[src/design/pcs_pkg.sv]
// Shared constants, types and the arctangent table of the polar-to-Cartesian converter.
package pcs_pkg;

   // Configuration
   localparam int RANGE_WIDTH   = 16;
   localparam int CORDIC_STAGES = 16;
   localparam int INDEX_WIDTH   = 12;

   // Fixed-point layout
   localparam int STAGE_LIMIT = 24;
   localparam int STAGES_USED = (CORDIC_STAGES < STAGE_LIMIT) ? CORDIC_STAGES : STAGE_LIMIT;
   localparam int STG_W       = $clog2(STAGE_LIMIT);
   localparam int FRAC_BITS   = 16;
   localparam int GAIN_W      = 30;
   localparam int XY_W        = RANGE_WIDTH + FRAC_BITS + 3;
   localparam int Z_W         = 33;
   localparam int RES_W       = RANGE_WIDTH + 1;
   localparam int ANGLE_W     = 32;
   localparam int ZMM_W       = 16;

   // Gain compensation 0.60725293500888 in Q30
   localparam logic [GAIN_W-1:0] GAIN_Q30 = GAIN_W'(652032874);

   // Register indexes of the write port
   typedef enum logic [1:0] {
      CSR_ANGLE_START = 2'd0,
      CSR_ANGLE_STEP  = 2'd1,
      CSR_Z_COORD     = 2'd2
   } pcs_csr_type;

   // Vector carried along the rotation chain
   typedef struct packed {
      logic signed [XY_W-1:0]  x;
      logic signed [XY_W-1:0]  y;
      logic signed [Z_W-1:0]   z;
      logic [INDEX_WIDTH-1:0]  idx;
   } pcs_vec_type;

   // round(atan(2^-i) * 2^32 / (2*pi))
   function automatic logic [ANGLE_W-1:0] pcs_atan(input logic [STG_W-1:0] i);
      logic [ANGLE_W-1:0] v;
      case (i)
         5'd0:    v = 32'd536870912;
         5'd1:    v = 32'd316933406;
         5'd2:    v = 32'd167458907;
         5'd3:    v = 32'd85004756;
         5'd4:    v = 32'd42667331;
         5'd5:    v = 32'd21354465;
         5'd6:    v = 32'd10679838;
         5'd7:    v = 32'd5340245;
         5'd8:    v = 32'd2670163;
         5'd9:    v = 32'd1335087;
         5'd10:   v = 32'd667544;
         5'd11:   v = 32'd333772;
         5'd12:   v = 32'd166886;
         5'd13:   v = 32'd83443;
         5'd14:   v = 32'd41722;
         5'd15:   v = 32'd20861;
         5'd16:   v = 32'd10430;
         5'd17:   v = 32'd5215;
         5'd18:   v = 32'd2608;
         5'd19:   v = 32'd1304;
         5'd20:   v = 32'd652;
         5'd21:   v = 32'd326;
         5'd22:   v = 32'd163;
         5'd23:   v = 32'd81;
         default: v = '0;
      endcase
      return v;
   endfunction

endpackage

[src/design/pcs_cell.sv]
// One rotation step of the CORDIC chain with its own valid bit and stall.
module pcs_cell import pcs_pkg::*; (
   input  logic              clock,
   input  logic              reset,
   input  logic [STG_W-1:0]  stage_idx,
   input  logic              in_valid,
   output logic              in_ready,
   input  pcs_vec_type       in_data,
   output logic              out_valid,
   output pcs_vec_type       out_data,
   input  logic              out_ready
);

   logic                   valid_ff;
   pcs_vec_type            data_ff, data_in;
   logic signed [XY_W-1:0] dx, dy;
   logic signed [Z_W-1:0]  da;

   // Cell can take a beat when empty or when its content moves on
   assign in_ready = !valid_ff || out_ready;

   // Rotate toward zero residual angle
   always_comb begin
      dx = in_data.y >>> stage_idx;
      dy = in_data.x >>> stage_idx;
      da = Z_W'(pcs_atan(stage_idx));
      data_in.idx = in_data.idx;
      if (!in_data.z[Z_W-1]) begin
         data_in.x = in_data.x - dx;
         data_in.y = in_data.y + dy;
         data_in.z = in_data.z - da;
      end else begin
         data_in.x = in_data.x + dx;
         data_in.y = in_data.y - dy;
         data_in.z = in_data.z + da;
      end
   end

   always_ff @(posedge clock) begin
      if (reset) begin
         valid_ff <= 1'b0;
      end else if (in_ready) begin
         valid_ff <= in_valid;
      end
   end

   always_ff @(posedge clock) begin
      if (in_ready && in_valid) begin
         data_ff <= data_in;
      end
   end

   assign out_valid = valid_ff;
   assign out_data  = data_ff;

endmodule

[config.mk]
export PLATFORM = sky130hd
export DESIGN_NAME = pcs_cell
export DESIGN_NICKNAME = d
export VERILOG_FILES = /design/src/design/pcs_pkg.sv /design/src/design/pcs_cell.sv
export SDC_FILE = /design/constraint.sdc
export NUM_CORES = 1
export LEC_CHECK = 0
export BUFFER_PORTS_ARGS = -buffer_cell sky130_fd_sc_hd__buf_2
export CAP_MARGIN = 0
export CELL_PAD_IN_SITES_DETAIL_PLACEMENT = 0
export CELL_PAD_IN_SITES_GLOBAL_PLACEMENT = 2
export CORE_UTILIZATION = 37
export CTS_BUF_LIST = sky130_fd_sc_hd__clkbuf_16
export CTS_CLUSTER_DIAMETER = 80
export DETAILED_ROUTE_END_ITERATION = 10
export PLACE_DENSITY = 0.84
export SYNTH_ARGS = -nofsm -noshare
export SYNTH_HDL_FRONTEND = slang
export SYNTH_SLANG_ARGS = --single-unit
[constraint.sdc]
create_clock -name clock -period 8.7 [get_ports clock]
set_clock_uncertainty 0.2 [all_clocks]
set_input_delay 0.87 -clock clock [delete_from_list [all_inputs] [get_ports clock]]
set_output_delay 0.87 -clock clock [all_outputs]
set_load 0.01 [all_outputs]
After elaboration in Yosys (flattened, before gate mapping)

Memories as Yosys holds them, arrays and structs flattened.
Index checks and enable logic that the tools add are counted.

Logic and storage cells: 18
Register bits after elaboration: 116
Input bits: 124
Memories kept: 1
Output and inout port bits: 117
Bits in read-only memories: 960

Shifts and indexed selects: 2
Add/sub/neg operators: 6
Reduce and logical (&&, ||, !) cells: 3
Mux-type cells: 1

Memories:

| memory          | words | bits a word | rd ports | clocked after memory_dff | wr ports | line          | source |
|---|---|---|---|---|---|---|---|
| (no name shown) | 32    | 30          | 1        | 0                        | 0        | pcs_pkg.sv:42 | `case (i)` |

Operators by type and width:

| kind                | number |
|---|---|
| $mux W103           | 1 |
| $add A35 B35 Y35    | 2 |
| $sshr A35 B5 Y35    | 2 |
| $sub A35 B35 Y35    | 2 |
| $add A33 B33 Y33    | 1 |
| $sub A33 B33 Y33    | 1 |
| $logic_and A1 B1 Y1 | 1 |
| $logic_not A1 Y1    | 1 |
| $logic_or A1 B1 Y1  | 1 |

Logic depth before layout (Yosys ltp)

Depth in word-level cells: 3
Mapped depth: 33
Gate-level depth less buffers: 24

Worst setup path before layout

No wires, ideal clock.

Path type: input port to flip-flop
Start point: in stage_idx[1]
End point: reg data_ff (netlist bit out_data[42]) (data pin)
Setup time: 262 ps
Buffers on the path: 5
Arrival time: 6330 ps
Path slack: 1908 ps
Data required time: 8238 ps
Stages on the path: 25
Cells stage by stage: inv_2 > buf_1 > clkbuf_1 > clkbuf_1 > ha_1 > clkbuf_1 > nor3_1 > o31ai_1 > nand3b_1 > nor2b_1 > nor2b_1 > a21o_1 > buf_2 > xnor2_1 > ha_1 > a21oi_1 > o21bai_1 > a21oi_1 > o21ai_0 > a31o_2 > a2111oi_0 > o31ai_1 > a221oi_1 > o21bai_1 > xor2_1

RTL lines:

| item                   | line           | source |
|---|---|---|
| start: declaration     | pcs_cell.sv:5  | `input logic [STG_W-1:0] stage_idx,` |
| end signal: assignment | pcs_cell.sv:49 | `data_ff <= data_in;` |
| end: declaration       | pcs_cell.sv:15 | `pcs_vec_type data_ff, data_in;` |

==> results_dict.tcl <==
set metrics [dict create \
    clockBufferDepth 2 \
    antenna_found_initial 0 \
    cts_setup_buffers 0 \
    netlist.area_leader.share_pct 21.1 \
    drtPass1Iterations 7 \
    die_height_um 212 \
    grt_max_degree 76 \
    mappedNetlistArea_um2 16300 \
    rows 76 \
    grt_pass1_wl_mm 90.4 \
    crit_path_max_fanout 75 \
    async_flop_share_pct 0 \
    worst-path-stages 22 \
    final-hold-violation-count 0 \
    wl_mm 60.2 \
    status "finished, final reports clean" \
    end_kind "flop" \
    setup_slack_ns 1.28 \
    dp_hpwl_mm 46.9 \
    num_vias 15384 \
    place.gp.congestion 1.00 \
    routed_via_density 6.00 \
    ys_seq_elements 116 \
    synth_top_area_cell "edfxtp_1" \
    yosys.area_share.simple_pct 14.6 \
    synth_fa_ha_area_share_pct 8.80 \
    track_usage_pct 26.9 \
    initial_utilization_pct 37.7 \
    period_share_pct 85.3 \
    clk_latency_ns 0.47 \
    antenna_cells 0 \
    dp_slack_ns 0.842 \
    p_leak_nw 7.54 \
    cts_resized 0 \
    yosys-mux-area-fraction_pct 19.9 \
    worstHoldPathCells 2 \
    seqPwrFrac_pct 26.0 \
    fmax_mhz 135 \
    cp.arrival_ns 7.44 \
    critPathMaxStageDelay_ns 0.64 \
    synth_edf_count 115 \
    fin_nets 2203 \
    power_mw 3.16 \
    syn2layout_area_growth_pct 14.1 \
    comb_power_share_pct 51.7 \
    die-width_um 212 \
    crit_family "compound AO/OA/AOI/OAI gates" \
    synth_compound_area_share_pct 21.5 \
    htree_levels 4 \
    synthDistinctLibCells 93 \
    clock-sinks 116 \
    utilization_pct 43.0 \
    synth_top_family_by_area "compound AO/OA/AOI/OAI gates" \
    pin_count 241 \
    critical_path_class "input port to flop" \
    coreArea_um2 43300 \
    setup_tns_ns 0 \
    rsz0062_at_grt "false" \
    yosys_most_used_dff "edfxtp_1" \
    synth_xor_area_share_pct 9.82 \
    tightest_slew_ns 1.00 \
    reg2reg_depth 3 \
    drv_cap 0 \
    synth_cells 1779 \
    intPower_mw 1.90 \
    initialDrtViolationCount 1440 \
    cts_tree "done" \
    dpl_cell_area_um2 18000 \
    cts-root-buf "clkbuf_16" \
    min_path_type "flop to flop" \
    drive_gt1_share_pct 23.8 \
    syn-num-nets 2016 \
    io_buffer_count 240 \
    grt_pass1_vias 14814 \
    crit_required_ns 8.71 \
    p_sw_share_pct 40.0 \
    grt_overflow 0 \
    relSlewSlack_pct 33.0 \
    cts_buffers 17 \
    start_kind "input port" \
    syn_area_per_cell_um2 9.18 \
    setup_viol 0 \
    worstPathCellList "buf_6, buf_12, mux4_2, a22o_1, a221oi_4, nor4b_4, nand3_2, nor2_4, nand2_2, nor3_1, nor2_1, xnor2_1, ha_1, and4_1, nand3_1, a211oi_1, o21ai_0, o21ai_0, nand4_1, a21boi_0, o41a_1, xnor2_1" \
    fin_crit_ns 7.42 \
    final_area_um2 18600 \
    clkPwrFrac_pct 22.2 \
    die-area_um2 45000 \
    max-vdd-ir-drop_v 0.000114 \
    power.density_nw_per_um2 170 \
    switchingPower_mw 1.26 \
    postRouteAntennaNets 0 \
    path_clk_slew_ns 0.06 \
    yosys_warnings 0 \
    avgRoutedWirePerCell_um 23.5 \
    drc_errors 0 \
    hold_buffers 0 \
    seq_area_frac_synth_pct 21.3 \
    crit_buf_inv 2 \
    drv_slew 0 \
    critPathSlowestCell "buf_6" \
    synthTopCellsByArea "edfxtp_1 (21%), mux4_2 (13%), ha_1 (8.4%)" \
]
## path summary, 6_finish.rpt
path                      from            to  slack, ns
setup / recovery  stage_idx[0]  out_data[79]       1.28
hold / removal       out_valid     out_valid       0.34
setup reg to reg     out_valid  out_data[67]       6.22
hold reg to reg      out_valid     out_valid       0.34
## layer usage
metal / wire (um) / up-vias / GRT usage (%)
met3: 4420 / 116 / 6.25
met1: 27000 / 7414 / 36.4
li1: - / 7187 / -
met2: 26400 / 667 / 40.5
met4: 2400 / 0 / 12.1
met5: 0 / - / 0
## kinds of logic after synthesis
family | count (synthesis)
muxes | 197
xor gates and xnor gates | 183
DFF | 116
and+or+nand+nor | 490
AOI/OAI and AO/OA | 529
buffers and inverters | 151
adders and majority gates | 113
## metrics by stage
stage,hold slack (ns),std cells
floorplan,0.393,1779
global placement,0.306,2532
detailed placement,0.322,2532
CTS,0.289,2564
global route,0.315,2564
finish,0.343,2564
## worst register-to-register path, delay by kind of cell (launching register included)
family,cells,cell delay [ns]
buffers and inverters,1,0.80
and+or+nand+nor,2,0.73
DFF,1,0.30
## final cells by class
type	count	area, um^2
multi-input cells	1512	12200
flip-flops and latches	116	3470
well taps	585	732
clock buffers	17	425
inverters	48	180
fillers	4300	24600
repair buffers	271	1480
clock inverters	15	159
## synthesized netlist by cell type, types with 8 or more instances
master and n:
a211oi_1 21, a21o_1 52, a21oi_1 141, a221oi_1 10, a22oi_1 12, a31oi_1 32
and2_1 16, and3_1 11, buf_1 20, buf_2 19, clkbuf_1 51, edfxtp_1 115
ha_1 110, inv_1 44, mux2_2 37, mux2i_1 57, mux4_2 97, nand2_1 152
nand2b_1 21, nand3_1 25, nand4_1 10, nor2_1 150, nor2b_1 24, nor3_1 29
nor3b_1 8, o211ai_1 11, o21a_1 27, o21ai_0 85, o21bai_1 17, o22ai_1 21
o31ai_1 10, xnor2_1 116, xor2_1 67
## power by group through the flow
| stage | Clock [mW] | Combinational [mW] | Sequential [mW] |
|---|---|---|---|
| 6_report | 0.704 | 1.64 | 0.823 |
| 4_1_cts | 0.734 | 1.63 | 0.826 |
| 3_3_place_gp | 0 | 1.62 | 0.833 |
| 2_1_floorplan | 0 | 1.07 | 0.905 |
| 3_5_place_dp | 0 | 1.61 | 0.836 |
| 5_1_grt | 0.746 | 1.79 | 0.835 |
## cells in the final DEF, fill, tap and decap left out, drive strengths merged, types with 32 or more instances in the layout
cell    instances
ha            110
o21ai          88
inv            48
mux2i          58
nand2         153
nor2          151
edfxtp        115
a31oi          32
mux4           97
buf           271
mux2           42
a21o           52
xnor2         116
a21oi         141
xor2           67
## flip-flops by register name (all words and copies together) (netlist names)
signal,cells
out_data,115
out_valid,1
Note: power is estimated with default switching activity, not from simulation.
