<file path="src/design/pcs_pkg.sv">
// Shared constants, types and the arctangent table of the polar-to-Cartesian converter.
package pcs_pkg;

   // Configuration
   localparam int RANGE_WIDTH   = 16;
   localparam int CORDIC_STAGES = 16;
   localparam int INDEX_WIDTH   = 12;

   // Fixed-point layout
   localparam int STAGE_LIMIT = 24;
   localparam int STAGES_USED = (CORDIC_STAGES < STAGE_LIMIT) ? CORDIC_STAGES : STAGE_LIMIT;
   localparam int STG_W       = $clog2(STAGE_LIMIT);
   localparam int FRAC_BITS   = 16;
   localparam int GAIN_W      = 30;
   localparam int XY_W        = RANGE_WIDTH + FRAC_BITS + 3;
   localparam int Z_W         = 33;
   localparam int RES_W       = RANGE_WIDTH + 1;
   localparam int ANGLE_W     = 32;
   localparam int ZMM_W       = 16;

   // Gain compensation 0.60725293500888 in Q30
   localparam logic [GAIN_W-1:0] GAIN_Q30 = GAIN_W'(652032874);

   // Register indexes of the write port
   typedef enum logic [1:0] {
      CSR_ANGLE_START = 2'd0,
      CSR_ANGLE_STEP  = 2'd1,
      CSR_Z_COORD     = 2'd2
   } pcs_csr_type;

   // Vector carried along the rotation chain
   typedef struct packed {
      logic signed [XY_W-1:0]  x;
      logic signed [XY_W-1:0]  y;
      logic signed [Z_W-1:0]   z;
      logic [INDEX_WIDTH-1:0]  idx;
   } pcs_vec_type;

   // round(atan(2^-i) * 2^32 / (2*pi))
   function automatic logic [ANGLE_W-1:0] pcs_atan(input logic [STG_W-1:0] i);
      logic [ANGLE_W-1:0] v;
      case (i)
         5'd0:    v = 32'd536870912;
         5'd1:    v = 32'd316933406;
         5'd2:    v = 32'd167458907;
         5'd3:    v = 32'd85004756;
         5'd4:    v = 32'd42667331;
         5'd5:    v = 32'd21354465;
         5'd6:    v = 32'd10679838;
         5'd7:    v = 32'd5340245;
         5'd8:    v = 32'd2670163;
         5'd9:    v = 32'd1335087;
         5'd10:   v = 32'd667544;
         5'd11:   v = 32'd333772;
         5'd12:   v = 32'd166886;
         5'd13:   v = 32'd83443;
         5'd14:   v = 32'd41722;
         5'd15:   v = 32'd20861;
         5'd16:   v = 32'd10430;
         5'd17:   v = 32'd5215;
         5'd18:   v = 32'd2608;
         5'd19:   v = 32'd1304;
         5'd20:   v = 32'd652;
         5'd21:   v = 32'd326;
         5'd22:   v = 32'd163;
         5'd23:   v = 32'd81;
         default: v = '0;
      endcase
      return v;
   endfunction

endpackage

</file>
<file path="src/design/pcs_out.sv">
// Rounding, saturation and the result register toward the output channel.
module pcs_out import pcs_pkg::*; (
   input  logic                    clock,
   input  logic                    reset,
   input  logic                    in_valid,
   output logic                    in_ready,
   input  pcs_vec_type             in_data,
   input  logic [ZMM_W-1:0]        z_cfg,
   output logic                    rsp_valid,
   input  logic                    rsp_ready,
   output logic [RES_W-1:0]        x_mm,
   output logic [RES_W-1:0]        y_mm,
   output logic [ZMM_W-1:0]        z_mm,
   output logic [INDEX_WIDTH-1:0]  point_index
);

   localparam int SUM_W = XY_W + 1;
   localparam int RND_W = SUM_W - FRAC_BITS;
   localparam logic signed [RND_W-1:0] HI = RND_W'((64'sd1 <<< RANGE_WIDTH) - 64'sd1);
   localparam logic signed [RND_W-1:0] LO = -RND_W'(64'sd1 <<< RANGE_WIDTH);

   logic                   valid_ff;
   logic [RES_W-1:0]       x_ff, y_ff;
   logic [ZMM_W-1:0]       z_ff;
   logic [INDEX_WIDTH-1:0] idx_ff;
   logic [RES_W-1:0]       x_in, y_in;

   // Round half up from Q16, then clamp to the result range
   function automatic logic [RES_W-1:0] to_mm(input logic signed [XY_W-1:0] v);
      logic signed [SUM_W-1:0] s;
      logic signed [RND_W-1:0] r;
      s = SUM_W'(v) + SUM_W'(1 <<< (FRAC_BITS - 1));
      r = RND_W'(s >>> FRAC_BITS);
      if (r > HI) begin
         r = HI;
      end else if (r < LO) begin
         r = LO;
      end
      return r[RES_W-1:0];
   endfunction

   assign in_ready = !valid_ff || rsp_ready;
   assign x_in     = to_mm(in_data.x);
   assign y_in     = to_mm(in_data.y);

   always_ff @(posedge clock) begin
      if (reset) begin
         valid_ff <= 1'b0;
      end else if (in_ready) begin
         valid_ff <= in_valid;
      end
   end

   always_ff @(posedge clock) begin
      if (in_ready && in_valid) begin
         x_ff   <= x_in;
         y_ff   <= y_in;
         z_ff   <= z_cfg;
         idx_ff <= in_data.idx;
      end
   end

   assign rsp_valid   = valid_ff;
   assign x_mm        = x_ff;
   assign y_mm        = y_ff;
   assign z_mm        = z_ff;
   assign point_index = idx_ff;

endmodule

</file>
<file path="config.mk">
export PLATFORM = sky130hd
export DESIGN_NAME = pcs_out
export DESIGN_NICKNAME = d
export VERILOG_FILES = /design/src/design/pcs_pkg.sv /design/src/design/pcs_out.sv
export SDC_FILE = /design/constraint.sdc
export NUM_CORES = 1
export LEC_CHECK = 0
export BUFFER_PORTS_ARGS = -buffer_cell sky130_fd_sc_hd__clkbuf_2
export CORE_ASPECT_RATIO = 1.5
export CORE_MARGIN = 5
export CORE_UTILIZATION = 46
export DETAILED_ROUTE_END_ITERATION = 7
export GPL_TIMING_DRIVEN = 0
export PLACE_DENSITY = 0.86
export SYNTH_ARGS = -nofsm -noshare
export SYNTH_HDL_FRONTEND = slang
export SYNTH_SLANG_ARGS = --single-unit
</file>
<file path="constraint.sdc">
create_clock -name clock -period 5.55 [get_ports clock]
set_input_delay 0.555 -clock clock [delete_from_list [all_inputs] [get_ports clock]]
set_output_delay 0.555 -clock clock [all_outputs]
set_load 0.01 [all_outputs]
</file>
======== Word level (Yosys, flattened, before mapping) ========
Cells that the tools add are included.
word-level totals
  register bits after elaboration ......... 63
  output and inout bits ................... 64
  word-level logic and storage cells ...... 16
cells by class
  add/sub/neg operators ................... 2
  $lt $le $gt $ge ......................... 4
  muxes and demuxes ....................... 2
  reduce and logical (&&, ||, !) cells .... 3
operators with widths
  cell                                                          number
  adder 35 x 17 -> 36 bit, second input constant                2
  > comparator 20 x 17 -> 1 bit, second input constant          2
  less-than comparator 20 x 17 -> 1 bit, second input constant  2
  two-way mux 17 bit                                            2
  logical AND 1 bit                                             1
  zero test 1 bit                                               1
  logical OR 1 bit                                              1

======== Depth between registers and ports, before layout ========
  depth after elaboration ................. 3
  gate-level depth with buffers ........... 8

======== Worst setup path after synthesis ========
Ideal clock, no wire load.
  kind .................................... in2reg
  from .................................... input port rsp_ready
  to ...................................... register idx_ff[0], in the netlist point_index[0], enable pin
  arrival ................................. 2230 ps
  path slack .............................. 2894 ps
  stages on the path ...................... 2
  path through ............................ nand2b_1 -> and2_1
between the ends
  cells in the longest elaborated chain, start to end .. 2
RTL lines
  what                  RTL line       source
  from (decl)           pcs_out.sv:10  input logic rsp_ready,
  logical OR 1 bit      pcs_out.sv:42  assign in_ready = !valid_ff || rsp_ready;
  logical AND 1 bit     pcs_out.sv:55  if (in_ready && in_valid) begin
  to (signal assigned)  pcs_out.sv:59  idx_ff <= in_data.idx;
  to (decl)             pcs_out.sv:25  logic [INDEX_WIDTH-1:0] idx_ff;
Every way passes these cells.
A chain may end at the register's enable or synchronous reset.

======== Worst setup path after layout ========
  from .................................... input port in_data[108] in the netlist's numbering
  to ...................................... register x_ff[9], in the netlist x_mm[9] (data pin)
between the ends
  cells in the longest elaborated chain, start to end .. 3
RTL lines
  what                                   RTL line       source
  from (decl)                            pcs_out.sv:7   input pcs_vec_type in_data,
  adder 35 x 17 -> 36 bit *              pcs_out.sv:32  s = SUM_W'(v) + SUM_W'(1 <<< (FRAC_BITS - 1));
  less-than comparator 20 x 17 -> 1 bit  pcs_out.sv:36  end else if (r < LO) begin
  two-way mux 17 bit                     pcs_out.sv:36
  to (signal assigned)                   pcs_out.sv:56  x_ff <= x_in;
  to (decl)                              pcs_out.sv:23  logic [RES_W-1:0] x_ff, y_ff;
Every way passes the cells marked *; elsewhere a longest branch is shown, timed or not.

==> results.sh <==
export IMPL_cts_sinks=63
export IMPL_crit_start="in_data[108]"
export IMPL_io_buffers=135
export IMPL_clk_pin_slew_ns=0.07
export IMPL_fill_cells=537
export IMPL_synth_top_area_frac=0.609
export IMPL_drt_iter0_markers=132
export IMPL_grt_pass1_vias=2558
export IMPL_rsz0062_at_grt="false"
export IMPL_wl_mm=7.58
export IMPL_period_share=0.415
export IMPL_cp_start_kind="input pin"
export IMPL_synthTopCellsByArea="edfxtp_1 (61%), xnor2_1 (6.6%), a21oi_1 (4.4%), o21ai_2 (3.2%), xor2_1 (2.9%)"
export IMPL_drv_cap=0
export IMPL_synth_nets=384
export IMPL_viasPerCell=5.31
export IMPL_holdCritStartpoint="reset"
export IMPL_ant_nets=0
export IMPL_holdWs_ns=0.376
export IMPL_die_w_um=76.6
export IMPL_clock_root_buffer="clkbuf_8"
export IMPL_grt_start_max_net_pins=41
export IMPL_status="complete, no violations"
export IMPL_cts_inserted_buffers=9
export IMPL_clock_latency_ns=0.34
export IMPL_layout_common_cells="clkbuf_2 (136), edfxtp_1 (62), a21oi_1 (27)"
export IMPL_wl_per_cell_um=16.0
export IMPL_final_layout_size_suffix_gt1_frac=0.439
export IMPL_drc=0
export IMPL_cts_resized=0
export IMPL_pin_count=199
export IMPL_dr_pass1_iters=4
export IMPL_mostFrequentLayoutCell="clkbuf_2"
export IMPL_synth_seq_cells=63
export IMPL_core_area_sq_mm=0.00649
export IMPL_cts_hold_buf=0
export IMPL_crit_arrival_ns=2.36
export IMPL_slowest_stage="a21oi_1"
export IMPL_hold_class="in2reg"
export IMPL_synth_top_cell_by_area="edfxtp_1"
export IMPL_p_leak_nw=1.66
export IMPL_skew_ns=0.00649
export IMPL_syn_cell_area_sq_mm=0.00306
export IMPL_worstReg2RegStart="rsp_valid"
export IMPL_insertedDiodeCount=0
export IMPL_die_height_um=110
export IMPL_finalHoldViolCount=0
export IMPL_setup_violations=0
export IMPL_post_cts_buffers=0
export IMPL_cts_htree_levels=3
export IMPL_via_count=2522
export IMPL_drv_slew=0
export IMPL_crit_required_ns=5.61
export IMPL_timing_fmax_mhz=435
export IMPL_slew_limit_headroom=0.522
export IMPL_syn_avg_cell_area_sq_um=12.4
export IMPL_power_w=0.00111
export IMPL_path_cells="clkbuf_2 -> nand3_1 -> nor4_1 -> nand2_1 -> xnor2_2 -> a21oi_1 -> a21oi_1"
export IMPL_tns_ns=0
export IMPL_clk_path_buf_depth=2
export IMPL_ys_warn_count=0
export IMPL_pre_cts_slack_ns=2.87
export IMPL_p_per_area_mw_per_mm2=274
export IMPL_ir_drop_mv=0.136
export IMPL_crit_top_cell="a21oi_1"
export IMPL_nNetsFinal=531
export IMPL_antenna_found_initial=0
export IMPL_num_rows=36
export IMPL_area_growth_pct=31.8
export IMPL_cts_tree="yes"
export IMPL_grt_total_usage=0.180
export IMPL_dp_hpwl_mm=6.19
export IMPL_worst_pin_slew_ns=0.712
export IMPL_worst_path_largest_cell_delay_ns=0.50
export IMPL_grt_pass1_wl_mm=11.7
export IMPL_overflow=0
export IMPL_synth_cell_type_count=35
export IMPL_initial_core_util=0.471
export IMPL_dieArea_sq_mm=0.00841
export IMPL_place_gp_congestion=0.852
export IMPL_fin_crit_ns=2.30
export IMPL_end_kind="register"
export IMPL_setup_ws_ns=3.25
export IMPL_setup_worst_path_class="in2reg"
export IMPL_yosysSeqAreaShare=0.615
export IMPL_critPathMaxFanout=10
export IMPL_synthCells=247
stage by stage:
stage,area (sq um),utilization,std cells
after floorplan,3060,-,247
after CTS,4030,0.622,475
after global placement,3830,0.590,458
final,4030,0.622,475
after detailed placement,3850,0.594,459
after global routing,4030,0.622,475
state kept, by name (all words and copies together) (netlist names):
name / flops
y_mm: 17
z_mm: 16
rsp_valid: 1
point_index: 12
x_mm: 17
critical path: cells and delay by family:
kind	cells	cell delay, ns
compound gates	2	0.62
buf+inv	1	0.14
simple gates	3	0.77
xor+xnor	1	0.27
worst paths after layout:
check | end | slack, ns | cells past startpoint
setup / recovery | x_mm[9] | 3.25 | 7
hold / removal | rsp_valid | 0.38 | 2
setup reg to reg | x_mm[0] | 3.97 | 3
hold reg to reg | rsp_valid | 0.54 | 2
power breakdown:
part	switching (W)	total, W	internal (W)
clock network	0.000169	0.000375	0.000206
logic	0.0000935	0.000160	0.0000665
registers	0.00000878	0.000571	0.000563
total	0.000271	0.00111	0.000835
Yosys cell counts (all sizes together):
master and count:
edfxtp 62, a21oi 27, o21ai 26, xnor2 24, nand2 15, nand3 14, nor2 11, xor2 10
nand4 9, and3 7, inv 6, nor3 5, buf 4, or2 4, a21boi 3, and2 3
and4 2, ha 2, nand2b 2, a21bo 1, a31oi 1, clkbuf 1, dfxtp 1, mux2i 1
nand3b 1, nor2b 1, nor4 1, o2bb2ai 1, o31ai 1, or4 1
area by class of cell:
class	instances	area, sq um	share of cell area
flip-flops and latches	63	1880	0.467
multi-input cells	173	1120	0.277
repair buffers	136	696	0.173
clock buffers	12	135	0.0335
well taps	76	95.1	0.0236
clock inverters	4	46.3	0.0115
plain buffers	5	37.5	0.00931
inverters	6	22.5	0.00559
cell families after synthesis:
kind of cell             Yosys count  share of synthesized area
AO/OA/AOI/OAI                     60                      0.123
XOR/XNOR                          34                     0.0998
AND/OR/NAND/NOR                   76                      0.131
flip-flops                        63                      0.615
adder cells (fa/ha/maj)            2                    0.00818
buffers and inverters             11                     0.0196
multiplexers                       1                    0.00327
per-layer routing:
layer | track usage | up-vias | routed length [um]
met4 | 0.0838 | 0 | 202
met3 | 0.0705 | 16 | 627
li1 | - | 1222 | -
met5 | 0 | - | 0
met1 | 0.177 | 1177 | 2540
met2 | 0.329 | 107 | 4210
Power figures use the tool's default switching activity.
