[config.mk]
export PLATFORM = sky130hd
export DESIGN_NAME = pcs_front
export DESIGN_NICKNAME = d
export VERILOG_FILES = /design/src/design/pcs_pkg.sv /design/src/design/pcs_front.sv
export SDC_FILE = /design/constraint.sdc
export NUM_CORES = 1
export LEC_CHECK = 0
export ABC_AREA = 1
export BUFFER_PORTS_ARGS = -buffer_cell sky130_fd_sc_hd__buf_2
export CAP_MARGIN = 30
export CORE_MARGIN = 2
export CORE_UTILIZATION = 49
export CTS_CLUSTER_DIAMETER = 80
export DETAILED_ROUTE_END_ITERATION = 16
export PLACE_DENSITY = 0.69
export SLEW_MARGIN = 20
export SYNTH_ARGS = -nofsm -noshare
export SYNTH_HDL_FRONTEND = slang
export SYNTH_SLANG_ARGS = --single-unit
[constraint.sdc]
create_clock -name clock -period 9.75 [get_ports clock]
set_input_delay 1.4625 -clock clock [delete_from_list [all_inputs] [get_ports clock]]
set_output_delay 1.4625 -clock clock [all_outputs]
set_load 0.1 [all_outputs]
[src/design/pcs_pkg.sv]
// Shared constants, types and the arctangent table of the polar-to-Cartesian converter.
package pcs_pkg;

   // Configuration
   localparam int RANGE_WIDTH   = 16;
   localparam int CORDIC_STAGES = 16;
   localparam int INDEX_WIDTH   = 12;

   // Fixed-point layout
   localparam int STAGE_LIMIT = 24;
   localparam int STAGES_USED = (CORDIC_STAGES < STAGE_LIMIT) ? CORDIC_STAGES : STAGE_LIMIT;
   localparam int STG_W       = $clog2(STAGE_LIMIT);
   localparam int FRAC_BITS   = 16;
   localparam int GAIN_W      = 30;
   localparam int XY_W        = RANGE_WIDTH + FRAC_BITS + 3;
   localparam int Z_W         = 33;
   localparam int RES_W       = RANGE_WIDTH + 1;
   localparam int ANGLE_W     = 32;
   localparam int ZMM_W       = 16;

   // Gain compensation 0.60725293500888 in Q30
   localparam logic [GAIN_W-1:0] GAIN_Q30 = GAIN_W'(652032874);

   // Register indexes of the write port
   typedef enum logic [1:0] {
      CSR_ANGLE_START = 2'd0,
      CSR_ANGLE_STEP  = 2'd1,
      CSR_Z_COORD     = 2'd2
   } pcs_csr_type;

   // Vector carried along the rotation chain
   typedef struct packed {
      logic signed [XY_W-1:0]  x;
      logic signed [XY_W-1:0]  y;
      logic signed [Z_W-1:0]   z;
      logic [INDEX_WIDTH-1:0]  idx;
   } pcs_vec_type;

   // round(atan(2^-i) * 2^32 / (2*pi))
   function automatic logic [ANGLE_W-1:0] pcs_atan(input logic [STG_W-1:0] i);
      logic [ANGLE_W-1:0] v;
      case (i)
         5'd0:    v = 32'd536870912;
         5'd1:    v = 32'd316933406;
         5'd2:    v = 32'd167458907;
         5'd3:    v = 32'd85004756;
         5'd4:    v = 32'd42667331;
         5'd5:    v = 32'd21354465;
         5'd6:    v = 32'd10679838;
         5'd7:    v = 32'd5340245;
         5'd8:    v = 32'd2670163;
         5'd9:    v = 32'd1335087;
         5'd10:   v = 32'd667544;
         5'd11:   v = 32'd333772;
         5'd12:   v = 32'd166886;
         5'd13:   v = 32'd83443;
         5'd14:   v = 32'd41722;
         5'd15:   v = 32'd20861;
         5'd16:   v = 32'd10430;
         5'd17:   v = 32'd5215;
         5'd18:   v = 32'd2608;
         5'd19:   v = 32'd1304;
         5'd20:   v = 32'd652;
         5'd21:   v = 32'd326;
         5'd22:   v = 32'd163;
         5'd23:   v = 32'd81;
         default: v = '0;
      endcase
      return v;
   endfunction

endpackage

[src/design/pcs_front.sv]
// Scan angle and point index tracking, angle folding and gain-scaled start vector.
module pcs_front import pcs_pkg::*; (
   input  logic                     clock,
   input  logic                     reset,
   input  logic                     req_valid,
   output logic                     req_ready,
   input  logic [RANGE_WIDTH-1:0]   range_mm,
   input  logic                     range_valid,
   input  logic                     scan_start,
   input  logic [ANGLE_W-1:0]       angle_start,
   input  logic [ANGLE_W-1:0]       angle_step,
   output logic                     out_valid,
   output pcs_vec_type              out_data,
   input  logic                     out_ready
);

   localparam logic [INDEX_WIDTH-1:0] IDX_MAX = '1;
   localparam int PROD_W = RANGE_WIDTH + GAIN_W;

   logic [ANGLE_W-1:0]     angle_ff, angle_in, angle_eff, angle_fold;
   logic [INDEX_WIDTH-1:0] count_ff, count_in, count_eff;
   logic                   valid_ff;
   pcs_vec_type            data_ff, data_in;
   logic                   accept, fold;
   logic [PROD_W-1:0]      prod;
   logic signed [XY_W-1:0] x0;

   assign req_ready = !valid_ff || out_ready;
   assign accept    = req_valid && req_ready;

   // Scan start reloads angle and index before the sample is used
   always_comb begin
      angle_eff = scan_start ? angle_start : angle_ff;
      count_eff = scan_start ? '0 : count_ff;
      angle_in  = angle_ff;
      count_in  = count_ff;
      if (accept) begin
         angle_in = angle_eff + angle_step;
         count_in = count_eff;
         if (range_valid && count_eff != IDX_MAX) begin
            count_in = count_eff + INDEX_WIDTH'(1);
         end
      end
   end

   // Fold into [-1/4, 1/4] turn; start vector is range * gain in Q16
   always_comb begin
      fold       = angle_eff[ANGLE_W-1] ^ angle_eff[ANGLE_W-2];
      angle_fold = {angle_eff[ANGLE_W-1] ^ fold, angle_eff[ANGLE_W-2:0]};
      prod       = PROD_W'(range_mm) * PROD_W'(GAIN_Q30);
      x0         = XY_W'(prod[PROD_W-1:GAIN_W-FRAC_BITS]);
      data_in.x   = fold ? -x0 : x0;
      data_in.y   = '0;
      data_in.z   = Z_W'($signed(angle_fold));
      data_in.idx = count_eff;
   end

   always_ff @(posedge clock) begin
      if (reset) begin
         angle_ff <= '0;
         count_ff <= '0;
         valid_ff <= 1'b0;
      end else begin
         angle_ff <= angle_in;
         count_ff <= count_in;
         if (req_ready) begin
            valid_ff <= accept && range_valid;
         end
      end
   end

   always_ff @(posedge clock) begin
      if (accept) begin
         data_ff <= data_in;
      end
   end

   assign out_valid = valid_ff;
   assign out_data  = data_ff;

endmodule

* Yosys cells after proc, flatten, opt, wreduce, memory -nomap -nowiden
Cells that the tools add are included.
Word-level totals: word-level logic and storage cells 23, output and inout port bits 117, bits in registers 124, input bits 86
Operators by class: mux-type cells 4, equal/unequal tests 1, bitwise logic cells 2, reduce and logical (&&, ||, !) cells 5, add/sub/neg operators 3, multiply operators 1
Operators with widths (number):
- 32-bit 2-to-1 mux | 2
- 16-bit by 29-bit multiplier with 45-bit output, second input constant | 1
- 32-bit negator with 35-bit output | 1
- 32-bit adder | 1
- 12-bit 2-to-1 mux | 2
- 12-bit by 1-bit adder with 12-bit output, second input constant | 1
- 12-bit != test, second input constant | 1
- 1-bit logical AND | 3
- 1-bit bitwise XOR | 2
- 1-bit zero test | 1
- 1-bit logical OR | 1

* Logic depth before layout (Yosys ltp)
word-level depth 4, depth in mapped cells 34, mapped depth without buffers 34

* Least setup slack after synthesis
No wires, ideal clock.
kind in2reg, start input port range_mm[5], end register data_ff, in the netlist out_data[112], data pin, path slack 2.933 ns, cell stages on the path 29, arrival 6.561 ns, cells stage by stage inv_1 > ha_1 > inv_1 > fa_1 > inv_1 > fa_1 > inv_1 > fa_1 > inv_1 > fa_1 > fa_1 > inv_1 > ha_1 > nand2_2 > nor2_4 > inv_2 > nor2_2 > nand2_1 > nand2_1 > nand2_1 > nand2_2 > ha_1 > nand3_1 > nor2_2 > nand3_2 > nor2_4 > nand3_2 > o21ai_1 > inv_1
Between the ends: longest elaborated chain between the ends 2
RTL lines:
- start: declaration | RTL line pcs_front.sv:7 | input logic [RANGE_WIDTH-1:0] range_mm,
- 16-bit by 29-bit multiplier with 45-bit output | RTL line pcs_front.sv:50 | prod = PROD_W'(range_mm) * PROD_W'(GAIN_Q30);
- 32-bit negator with 35-bit output | RTL line pcs_front.sv:52 | data_in.x = fold ? -x0 : x0;
- end signal: assignment | RTL line pcs_front.sv:74 | data_ff <= data_in;
- end: declaration | RTL line pcs_front.sv:23 | pcs_vec_type data_ff, data_in;
No other way between the ends. A chain may end at the register's enable or synchronous reset.

* Final worst setup path
Same ends and word-level chain as after synthesis.

==> summary.txt <==
Setup path
  – Crit-path max FO: 8
  – Most numerous cell on the critical path: inv_1
  – Crit-path max cell delay: 0.56 ns
  – Kind of launch point of the worst setup path: primary input
  – FF-to-FF Start: angle_ff[0]$_SDFFE_PP0P_
  – Crit-path slowest cell: fa_1
  – Worst setup EP type: register
  – Register-to-Register Setup Slack: 6.73 ns
  – Depth of the most critical reg-to-reg path: 17
  – CP Class: primary input to register
  – Critical Path RT: 9.92 ns
  – Arrival time worst endpoint: 7.58 ns
  – FF-to-FF End: angle_ff[22]$_SDFFE_PP0P_

GRT
  – Gr usage total: 25.6%
  – Grt ovf: 0
  – Initial antenna violation count: 1
  – Largest net degree at the start of global routing: 83
  – First-pass GRT wire length: 71400 µm
  – Vias in the first global route: 13600

Routing
  – Wire length per cell: 16.1 µm
  – Routed vias/inst: 5.03
  – Residual DRC: 0
  – Iter 0 DRT Violations: 939
  – 1st-pass router iterations: 5
  – Routed WL: 45400 µm
  – ANT nets after route: 0
  – Via count: 14200

Status
  – Outcome: finished clean

Placement
  – Placer Congestion: 1.01
  – DP HPWL: 39000 µm
  – IO Port Bufs: 167

Clocking
  – CTS tree: built
  – Post-CTS setup buffers: 0
  – Clock transition at path regs: 0.06 ns
  – CTS Buf Count: 17
  – CTS sink cnt: 123
  – Post-CTS resize count: 0
  – CTS max path bufs: 2
  – Hold Buf Count CTS: 0
  – H-tree depth: 4
  – Clock latency on the worst-skew pair: 0.43 ns
  – Clk Tree Root Cell: clkbuf_16

Die
  – Die area: 35700 µm²
  – Initial core utilization: 49.9%
  – IO Pins: 203
  – Die H: 189 µm
  – Core Box Area: 33600 µm²
  – # rows: 67
  – Die width: 189 µm

Timing
  – Count of final setup violators: 0
  – Max frequency: 0.135 GHz
  – Relative slew slack: 37.8%
  – RSZ-0062 raised after global routing: false
  – Post-layout min period: 7.41 ns
  – Worst-Margin Slew: 0.933 ns
  – Pins Over Slew Limit: 0
  – Clock skew: 0.0159 ns
  – Final setup TNS: 0 ns
  – Final worst-path cycle share: 76.0%
  – Final hold vios: 0

Logic synthesis
  – Primary FF master, synth: edfxtp_1
  – Avg Inst Size Synth: 7.65 µm²
  – Register area share after synthesis: 19.3%
  – Post-Syn Instances: 2190
  – Post-synthesis cell type count: 48
  – Number of flops mapped to enable cells by yosys: 78
  – Synth warn: 0
  – Netlist Area Pre-Place: 16800 µm²
  – Area leader, netlist: fa_1
  – Synth top area share: 19.9%
  – #FFs+latches synth: 123
  – Synth area leaders: fa_1, ha_1, edfxtp_1
  – Post-synth ARST share: 0%

Finish
  – Area Growth Syn to Fin: 10.6%
  – FILL cells: 3199
  – Fraction of layout cells with a size suffix above 1: 11.4%
  – Total Nets Final: 2805
  – Commonest cells after routing, fill and taps aside: inv_1, nand2_1, ha_1, fa_1, buf_2
  – Commonest non-fill, non-tap cell in the layout: inv_1

Flow run
  – Max-cap violations: 0

Min path
  – Min-Delay Endpoint: count_ff[10]$_SDFFE_PP0P_
  – HP Class: register to register
  – Hold Crit Start: count_ff[10]$_SDFFE_PP0P_
  – Worst Hold Depth: 2
[state kept, by name, summed over array words and instances (netlist names)]
signal	flops
count_ff	12
out_data	78
out_valid	1
angle_ff	32
[stage by stage]
step | cells | hold slack (ns) | utilization, % | setup WS [ns] | area [µm²]
global placement | 2784 | 0.452 | 53.4 | 1.95 | 18000
floorplan | 2224 | 0.445 | - | 2.93 | 16900
finish | 2817 | 0.468 | 55.1 | 2.34 | 18500
CTS | 2816 | 0.470 | 55.1 | 2.35 | 18500
detailed placement | 2784 | 0.460 | 53.4 | 1.92 | 18000
global route | 2817 | 0.500 | 55.1 | 1.92 | 18500
[how the worst max path moves through the flow]
stage	endpoint	slack (ns)	depth (start not counted)	start
after global routing	out_data[104]$_DFFE_PP_	1.92	32	range_mm[5]
after global placement	out_data[112]$_SDFFCE_PP0P_	1.95	30	range_mm[5]
after detailed placement	out_data[114]$_SDFFCE_PP0P_	1.92	30	range_mm[5]
final	out_data[112]$_SDFFCE_PP0P_	2.34	30	range_mm[5]
after floorplan	out_data[112]$_SDFFCE_PP0P_	2.93	29	range_mm[5]
after CTS	out_data[112]$_SDFFCE_PP0P_	2.35	30	range_mm[5]
[cells by family after synthesis]
family / Yosys count / share of synthesized area (%)
flip-flops: 123 / 19.3
AND/OR/NAND/NOR: 818 / 21.1
XOR/XNOR: 58 / 3.03
buffers and inverters: 576 / 13.8
adder cells (fa/ha/maj): 364 / 34.6
multiplexers: 1 / 0.0597
AO/OA/AOI/OAI: 249 / 8.01
other: 1 / 0.0224
[per-layer routing]
metal / wire length, µm / track usage, %
met1: 21300 / 36.6
met2: 19900 / 40.2
met3: 2760 / 2.97
met4: 1350 / 8.89
met5: 0 / 0
[final cells by class]
| type | count | area [µm²] | share of cell area (%) |
|---|---|---|---|
| Multi-Input combinational cell | 1525 | 11300 | 61.2 |
| Sequential cell | 123 | 3240 | 17.5 |
| Inverter | 517 | 1940 | 10.5 |
| Timing Repair Buffer | 171 | 866 | 4.67 |
| Tap cell | 448 | 561 | 3.02 |
| Clock buffer | 20 | 478 | 2.58 |
| Clock inverter | 12 | 97.6 | 0.526 |
| Antenna cell | 1 | 2.50 | 0.0135 |
[critical path: cells and delay by family]
family / cells / cell delay [ns]
compound gates: 1 / 0.19
fa+ha+maj: 8 / 3.53
buf+inv: 9 / 0.78
simple gates: 12 / 1.59
[synthesized netlist by cell type (7+ instances only)]
cell type    n
inv_1      511
nand2_1    494
ha_1       197
fa_1       167
nor2_1     136
a21oi_1    119
o21ai_0     91
edfxtp_1    78
nand3_1     62
dfxtp_1     45
buf_4       38
xor2_1      38
nor3_1      20
xnor2_1     20
clkbuf_1    19
nand4_1     17
nand3b_1    15
nor2_2      15
nand2_2     14
or2_2       13
nand3_2     11
a21o_1       9
o21bai_1     7
Power is left out: the tool's default activity adds up to more than one toggle a clock period on the data nets, which glitch-free logic cannot reach.
